File: src/rtl/core/u2k_pkg.sv
// shared types, constants and code point helpers for the transcoder
// no dependencies
`timescale 1ns / 1ps

package u2k_pkg;

    localparam int QDEPTH = 4;
    localparam int QAW    = $clog2(QDEPTH);

    localparam logic [20:0] KANA_LO   = 21'h03041;
    localparam logic [20:0] KANA_HI   = 21'h03096;
    localparam logic [20:0] KANA_OFS  = 21'h00060;
    localparam logic [20:0] ITER_H    = 21'h0309D;
    localparam logic [20:0] ITER_K    = 21'h030FD;
    localparam logic [20:0] ITER_HV   = 21'h0309E;
    localparam logic [20:0] ITER_KV   = 21'h030FE;

    localparam logic [2:0] LEN_NONE = 3'd0;
    localparam logic [2:0] LEN_2    = 3'd2;
    localparam logic [2:0] LEN_3    = 3'd3;
    localparam logic [2:0] LEN_4    = 3'd4;

    // one step's worth of output bytes
    typedef struct packed {
        logic [3:0][7:0] bytes;
        logic [2:0]      cnt;
        logic            last;
    } t_entry;

    typedef struct packed {
        logic full;
        logic empty;
    } t_qstat;

    function automatic logic [20:0] map_kana(input logic [20:0] c);
        logic [20:0] r;
        r = c;
        if (c >= KANA_LO && c <= KANA_HI) r = c + KANA_OFS;
        else if (c == ITER_H)             r = ITER_K;
        else if (c == ITER_HV)            r = ITER_KV;
        return r;
    endfunction

    function automatic logic [2:0] lead_len(input logic [7:0] b);
        logic [2:0] l;
        if ((b & 8'hE0) == 8'hC0)      l = LEN_2;
        else if ((b & 8'hF0) == 8'hE0) l = LEN_3;
        else if ((b & 8'hF8) == 8'hF0) l = LEN_4;
        else                           l = LEN_NONE;
        return l;
    endfunction

    function automatic logic [20:0] lead_bits(input logic [7:0] b);
        logic [20:0] v;
        if ((b & 8'hE0) == 8'hC0)      v = {16'd0, b[4:0]};
        else if ((b & 8'hF0) == 8'hE0) v = {17'd0, b[3:0]};
        else                           v = {18'd0, b[2:0]};
        return v;
    endfunction

    function automatic t_entry encode(input logic [20:0] c);
        t_entry e;
        e = '0;
        if (c <= 21'h7F) begin
            e.bytes[0] = c[7:0];
            e.cnt      = 3'd1;
        end else if (c <= 21'h7FF) begin
            e.bytes[0] = {3'b110, c[10:6]};
            e.bytes[1] = {2'b10, c[5:0]};
            e.cnt      = 3'd2;
        end else if (c <= 21'hFFFF) begin
            e.bytes[0] = {4'b1110, c[15:12]};
            e.bytes[1] = {2'b10, c[11:6]};
            e.bytes[2] = {2'b10, c[5:0]};
            e.cnt      = 3'd3;
        end else begin
            e.bytes[0] = {5'b11110, c[20:18]};
            e.bytes[1] = {2'b10, c[17:12]};
            e.bytes[2] = {2'b10, c[11:6]};
            e.bytes[3] = {2'b10, c[5:0]};
            e.cnt      = 3'd4;
        end
        return e;
    endfunction

endpackage

File: src/rtl/core/utf8_hiragana_to_katakana.sv
// channel   dir  tdata           tuser     tlast
// s_axis    in   in_byte[7:0]    -         string_end
// m_axis    out  out_byte[7:0]   run_last  text_last
//
// an input byte is decoded in the cycle it is taken and its 0..4 output
// bytes go into a four-item queue; the serialiser sends one byte per cycle
// when not stalled; s_axis_tready falls only while the queue is full
// first output byte is valid once its queued item is loaded into u2k_back
// reset is synchronous, active low, and clears decode state and the queue
`timescale 1ns / 1ps

module utf8_hiragana_to_katakana import u2k_pkg::*; (
    input  logic       i_clk,
    input  logic       i_rst_n,
    input  logic       s_axis_tvalid,
    output logic       s_axis_tready,
    input  logic [7:0] s_axis_tdata,   // in_byte[7:0]
    input  logic       s_axis_tlast,
    output logic       m_axis_tvalid,
    input  logic       m_axis_tready,
    output logic [7:0] m_axis_tdata,   // out_byte[7:0]
    output logic       m_axis_tuser,   // run_last
    output logic       m_axis_tlast
);

    logic   push, pop;
    t_entry wr_entry, rd_entry;
    t_qstat qstat;

    u2k_front u_front (
        .i_clk   (i_clk),
        .i_rst_n (i_rst_n),
        .i_valid (s_axis_tvalid),
        .o_ready (s_axis_tready),
        .i_byte  (s_axis_tdata),
        .i_last  (s_axis_tlast),
        .i_qstat (qstat),
        .o_push  (push),
        .o_entry (wr_entry)
    );

    u2k_queue u_queue (
        .i_clk   (i_clk),
        .i_rst_n (i_rst_n),
        .i_push  (push),
        .i_entry (wr_entry),
        .i_pop   (pop),
        .o_entry (rd_entry),
        .o_qstat (qstat)
    );

    u2k_back u_back (
        .i_clk       (i_clk),
        .i_rst_n     (i_rst_n),
        .i_entry     (rd_entry),
        .i_qstat     (qstat),
        .o_pop       (pop),
        .o_valid     (m_axis_tvalid),
        .i_ready     (m_axis_tready),
        .o_byte      (m_axis_tdata),
        .o_run_last  (m_axis_tuser),
        .o_text_last (m_axis_tlast)
    );

endmodule

File: src/rtl/core/u2k_front.sv
// decode front end: takes input bytes, tracks utf-8 sequence state,
// builds the output bytes of each item; depends on u2k_pkg
`timescale 1ns / 1ps

module u2k_front import u2k_pkg::*; (
    input  logic       i_clk,
    input  logic       i_rst_n,
    input  logic       i_valid,
    output logic       o_ready,
    input  logic [7:0] i_byte,
    input  logic       i_last,
    input  t_qstat     i_qstat,
    output logic       o_push,
    output t_entry     o_entry
);

    logic [1:0]  r_cnt, n_cnt;
    logic [2:0]  r_len, n_len;
    logic [20:0] r_code, n_code;
    logic [7:0]  r_pend [3];
    logic [7:0]  n_pend [3];

    logic        accept;
    logic        is_cont;
    logic        flush, extra, lead, done;
    logic [1:0]  fc;
    logic [20:0] code_next;
    logic [2:0]  llen;
    t_entry      ent;

    assign o_ready   = !i_qstat.full;
    assign accept    = i_valid && o_ready;
    assign is_cont   = (i_byte[7:6] == 2'b10);
    assign code_next = {r_code[14:0], i_byte[5:0]};
    assign llen      = lead_len(i_byte);

    always_comb begin
        n_cnt  = r_cnt;
        n_len  = r_len;
        n_code = r_code;
        n_pend = r_pend;
        flush  = 1'b0;
        extra  = 1'b0;
        lead   = 1'b0;
        done   = 1'b0;
        ent    = '0;

        if (r_cnt == 2'd0) begin
            lead = 1'b1;
        end else if (is_cont) begin
            if (({1'b0, r_cnt} + 3'd1) >= r_len) begin
                done = 1'b1;
            end else if (i_last || r_cnt == 2'd3) begin
                flush = 1'b1;
                extra = 1'b1;
            end else begin
                n_pend[r_cnt] = i_byte;
                n_cnt         = r_cnt + 2'd1;
                n_code        = code_next;
            end
        end else begin
            flush = 1'b1;
            lead  = 1'b1;
        end

        if (done || flush) begin
            n_cnt  = 2'd0;
            n_len  = 3'd0;
            n_code = '0;
        end

        if (lead) begin
            if (llen == LEN_NONE || i_last) begin
                extra = 1'b1;
            end else begin
                n_pend[0] = i_byte;
                n_cnt     = 2'd1;
                n_len     = llen;
                n_code    = lead_bits(i_byte);
            end
        end

        fc = flush ? r_cnt : 2'd0;
        if (done) begin
            ent = encode(map_kana(code_next));
        end else begin
            for (int k = 0; k < 3; k++) begin
                ent.bytes[k] = (2'(k) < fc) ? r_pend[k] : i_byte;
            end
            ent.bytes[3] = i_byte;
            ent.cnt      = {1'b0, fc} + {2'b00, extra};
        end
        ent.last = i_last;
    end

    assign o_push  = accept && (ent.cnt != 3'd0);
    assign o_entry = ent;

    always_ff @(posedge i_clk) begin
        if (!i_rst_n) begin
            r_cnt  <= 2'd0;
            r_len  <= 3'd0;
            r_code <= '0;
        end else if (accept) begin
            r_cnt  <= n_cnt;
            r_len  <= n_len;
            r_code <= n_code;
        end
    end

    always_ff @(posedge i_clk) begin
        if (accept) begin
            r_pend <= n_pend;
        end
    end

endmodule

File: src/rtl/core/u2k_queue.sv
// short item queue between decode front end and output serialiser
// depends on u2k_pkg
`timescale 1ns / 1ps

module u2k_queue import u2k_pkg::*; (
    input  logic   i_clk,
    input  logic   i_rst_n,
    input  logic   i_push,
    input  t_entry i_entry,
    input  logic   i_pop,
    output t_entry o_entry,
    output t_qstat o_qstat
);

    t_entry         r_mem [QDEPTH];
    logic [QAW-1:0] r_wp, r_rp;
    logic [QAW:0]   r_cnt;

    assign o_qstat.full  = (r_cnt == (QAW+1)'(QDEPTH));
    assign o_qstat.empty = (r_cnt == '0);
    assign o_entry       = r_mem[r_rp];

    always_ff @(posedge i_clk) begin
        if (!i_rst_n) begin
            r_wp  <= '0;
            r_rp  <= '0;
            r_cnt <= '0;
        end else begin
            if (i_push) r_wp <= r_wp + 1'b1;
            if (i_pop)  r_rp <= r_rp + 1'b1;
            if (i_push && !i_pop)      r_cnt <= r_cnt + 1'b1;
            else if (i_pop && !i_push) r_cnt <= r_cnt - 1'b1;
        end
    end

    always_ff @(posedge i_clk) begin
        if (i_push) begin
            r_mem[r_wp] <= i_entry;
        end
    end

endmodule

File: src/rtl/core/u2k_back.sv
// output serialiser: sends the bytes of each queued item one per cycle
// while i_ready is high; depends on u2k_pkg
`timescale 1ns / 1ps

module u2k_back import u2k_pkg::*; (
    input  logic       i_clk,
    input  logic       i_rst_n,
    input  t_entry     i_entry,
    input  t_qstat     i_qstat,
    output logic       o_pop,
    output logic       o_valid,
    input  logic       i_ready,
    output logic [7:0] o_byte,
    output logic       o_run_last,
    output logic       o_text_last
);

    t_entry     r_ent;
    logic [1:0] r_idx;
    logic       r_busy;
    logic       at_end;
    logic       finish;

    assign at_end = ({1'b0, r_idx} == (r_ent.cnt - 3'd1));
    assign finish = r_busy && i_ready && at_end;
    assign o_pop  = (!r_busy || finish) && !i_qstat.empty;

    assign o_valid     = r_busy;
    assign o_byte      = r_ent.bytes[r_idx];
    assign o_run_last  = at_end;
    assign o_text_last = at_end && r_ent.last;

    always_ff @(posedge i_clk) begin
        if (!i_rst_n) begin
            r_busy <= 1'b0;
            r_idx  <= 2'd0;
        end else if (o_pop) begin
            r_busy <= 1'b1;
            r_idx  <= 2'd0;
        end else if (finish) begin
            r_busy <= 1'b0;
        end else if (r_busy && i_ready) begin
            r_idx <= r_idx + 2'd1;
        end
    end

    always_ff @(posedge i_clk) begin
        if (o_pop) begin
            r_ent <= i_entry;
        end
    end

endmodule

File: config.mk
export PLATFORM = sky130hd
export DESIGN_NAME = utf8_hiragana_to_katakana
export DESIGN_NICKNAME = d
export VERILOG_FILES = /design/src/rtl/core/u2k_pkg.sv /design/src/rtl/core/utf8_hiragana_to_katakana.sv /design/src/rtl/core/u2k_front.sv /design/src/rtl/core/u2k_queue.sv /design/src/rtl/core/u2k_back.sv
export SDC_FILE = /design/constraint.sdc
export NUM_CORES = 1
export LEC_CHECK = 0
export BUFFER_PORTS_ARGS = -buffer_cell sky130_fd_sc_hd__buf_2
export CAP_MARGIN = 20
export CORE_MARGIN = 8
export CORE_UTILIZATION = 65
export DETAILED_ROUTE_END_ITERATION = 10
export PLACE_DENSITY_LB_ADDON = 0.1
export SETUP_SLACK_MARGIN = 0.2
export SLEW_MARGIN = 10
export SYNTH_ARGS = -nofsm -noshare
export SYNTH_HDL_FRONTEND = slang
export SYNTH_SLANG_ARGS = --single-unit
File: constraint.sdc
create_clock -name i_clk -period 8.8 [get_ports i_clk]
set_input_delay 2.2 -clock i_clk [delete_from_list [all_inputs] [get_ports i_clk]]
set_output_delay 2.2 -clock i_clk [all_outputs]
set_load 0.02 [all_outputs]
==> impl_metrics.toml <==
[clock_network]
path_clk_slew_ns = 0.06
cts_inserted_buffers = 23
cts-root-buf = "clkbuf_16"
post_cts_resized = 0
clockBufferDepth = 3
cts_sinks = 234
postCtsHoldBufs = 0
htreeDepth = 1
clock_latency_ns = 0.53
post_cts_buffers = 0
cts_tree = "yes"

[floorplanning]
dieArea_mm2 = 0.0196
ios = 25
core_mm2 = 0.0151
die_h_um = 140
start_util_pct = 66.1
placementRows = 45
fp.dieW_um = 140

[sta]
fin_crit_ns = 5.13
rsz0062_at_grt = "no"
setup_ws_ns = 3.67
fmax_ghz = 0.195
slew-limit-headroom_pct = 24.3
finalHoldViolations = 0
final_max_slew_viol_count = 0
setup_viol = 0
tightest_slew_ns = 1.13
totalNegativeSetupSlack_ns = 0
fin_crit_sh_pct = 58.3
clock_skew_ns = 0.0129

[synth]
ys_seq_area_share_pct = 67.5
synth.mux.area_fraction_pct = 13.3
synth-simple-area-share_pct = 6.84
synthXorXnorAreaFrac_pct = 1.05
ys_types = 63
synthTopCellsByCount = "edfxtp_1, mux4_2, nand2_1"
synth_top_family_by_area = "multiplexers"
syn_inst = 628
synth-edff-count = 204
synth.most_common_cell = "edfxtp_1"
synthAdderAreaFrac_pct = 2.59
synth_compound_area_share_pct = 6.64
yosys_warnings = 0
synthFlopType = "edfxtp_1"
synth_area_leaders = "edfxtp_1, mux4_2, dfxtp_1, ha_1, mux2i_1"
synth_area_leader_cell = "edfxtp_1"
synth-seq-cells = 234
syn_nets = 661
syn_area_mm2 = 0.00997
async_flop_share_pct = 0
netlist.area_leader.share_pct = 61.5
avgSynthCellArea_um2 = 15.9

[route]
wire_per_inst_um = 25.6
drtIter0Drc = 531
via_count = 5672
drtAntennaViolNets = 0
totalWireLength_um = 22100
drc = 0
viasPerCell = 6.56
drt_pass1_iterations = 6

[outcome]
status = "finished clean"

[final_layout]
multi_input_area_mm2 = 0.00303
nNetsFinal = 692
fillers = 964
diodes = 0
regArea_mm2 = 0.00673
design_area_mm2 = 0.0111
area_delta_synth_final_pct = 11.1
instances_no_fill = 864
layout-drive-gt1-share_pct = 19.5

[grt]
track_usage_pct = 22.8
grt_pass1_wl_um = 34000
grt_max_degree = 39
grt_pass1_vias = 5746
grt-ovfl-total = 0
antenna_found_initial = 0

[placed_design]
post-place-ws_ns = 3.20
placedCellCount = 822
portBuffers = 24
place_area_mm2 = 0.0103
place_hpwl_um = 14400
place.gp.congestion = 0.912

[power_and_ir_drop]
power_density_mw_per_mm2 = 276
p_leak_nw = 3.80
peakVddDrop_v = 0.000182

[setup_path]
r2r_cells = 16
cp-start-kind = "input pin"
cp.arrival_ns = 5.58
crit_path_max_fanout = 10
r2r_start = "u_front.r_cnt[0]"
end_kind = "flip-flop"
cp-startpoint = "s_axis_tdata[7]"
criticalPathCategory = "in2reg"
worstPathRequired_ns = 9.25

[min_path]
hp-start = "u_front.r_len[1]"
hold_depth = 2
hold_class = "reg2reg"

[flow_run]
drv_cap = 0
[layer usage]
metal  part of all wire [%]  wire (um)  global-route usage [%]
met3                    4.9       1070                    3.25
met2                     49      10800                    37.8
met4                    3.7        824                    9.14
met5                      0          0                       0
met1                     42       9360                    30.1
[metrics by stage]
step                      util (%)  hold slack (ns)  power (mW)
after CTS                     73.4            0.491        3.08
final                         73.4            0.487        3.05
after floorplan                  -            0.447        1.89
after detailed placement      68.1            0.472        2.07
after global placement        68.1            0.470        2.04
after global routing          73.4            0.522        3.17
[cells by family (layout without fill, tap and decap cells)]
| group | count (synthesis) | after routing |
|---|---|---|
| compound gates | 96 | 96 |
| xor+xnor | 12 | 12 |
| fa+ha+maj | 20 | 20 |
| buf+inv | 52 | 100 |
| flops | 234 | 234 |
| mux | 76 | 76 |
| simple gates | 138 | 138 |
[sequential cells by signal, summed over array words and instances, names as in the netlist, 2 cells and up, named ones only]
signal          cells
u_queue.r_rp        2
u_front.r_len       3
u_queue.r_cnt       3
u_front.r_code     15
u_front.r_cnt       2
u_queue.r_mem     144
u_back.r_idx        2
u_queue.r_wp        2
u_back.r_ent       36
u_front.r_pend      8
[worst paths after layout]
path	endpoint	slack [ns]
worst max-delay path	u_queue.r_cnt[2]	3.67
worst min-delay path	u_front.r_len[1]	0.49
worst max register to register	u_queue.r_cnt[2]	4.40
worst min register to register	u_front.r_len[1]	0.49
[area by class of cell]
cell class | count | share of cell area, %
sequential | 234 | 60.8
tap | 188 | 2.13
clock inverter | 13 | 1.62
clock buffer | 29 | 5.49
multi-input combinational | 342 | 27.4
inverter | 25 | 0.848
timing repair buffer | 33 | 1.73
[worst max-delay path, cell delays in order]
cell      delay, ns
buf_2          0.22
nor2b_1        0.29
o31ai_1        0.19
o21ai_2        0.53
inv_1          0.10
ha_1           0.33
o41a_1         0.31
ha_1           0.25
inv_1          0.07
fa_1           0.44
xor2_1         0.17
or3_1          0.30
a21boi_0       0.17
[power breakdown]
part	total [mW]	switching, mW	internal, mW
combinational	0.548	0.314	0.234
clock	1.01	0.404	0.610
sequential	1.49	0.0648	1.42
[cell usage in the layout, fill, tap and decap left out, types with 4 or more instances in the layout]
cell type	Yosys	routed
a211oi_1	4	4
a21oi_1	20	20
a22oi_1	5	5
a31oi_1	4	4
and2_1	17	17
buf_2	3	24
buf_4	0	8
bufinv_16	0	4
clkbuf_1	17	5
clkbuf_16	0	23
clkinv_1	0	4
dfxtp_1	30	29
edfxtp_1	204	204
ha_1	19	19
inv_1	25	25
mux2_2	9	9
mux2i_1	22	22
mux4_2	44	44
nand2_1	39	39
nand2b_1	5	5
nand3_1	9	9
nand4_1	4	4
nor2_1	34	34
nor2b_1	10	10
nor3_1	6	6
o21ai_0	19	19
o22ai_1	6	6
xnor2_1	7	7
xor2_1	5	5
Power figures use the tool's default switching activity.
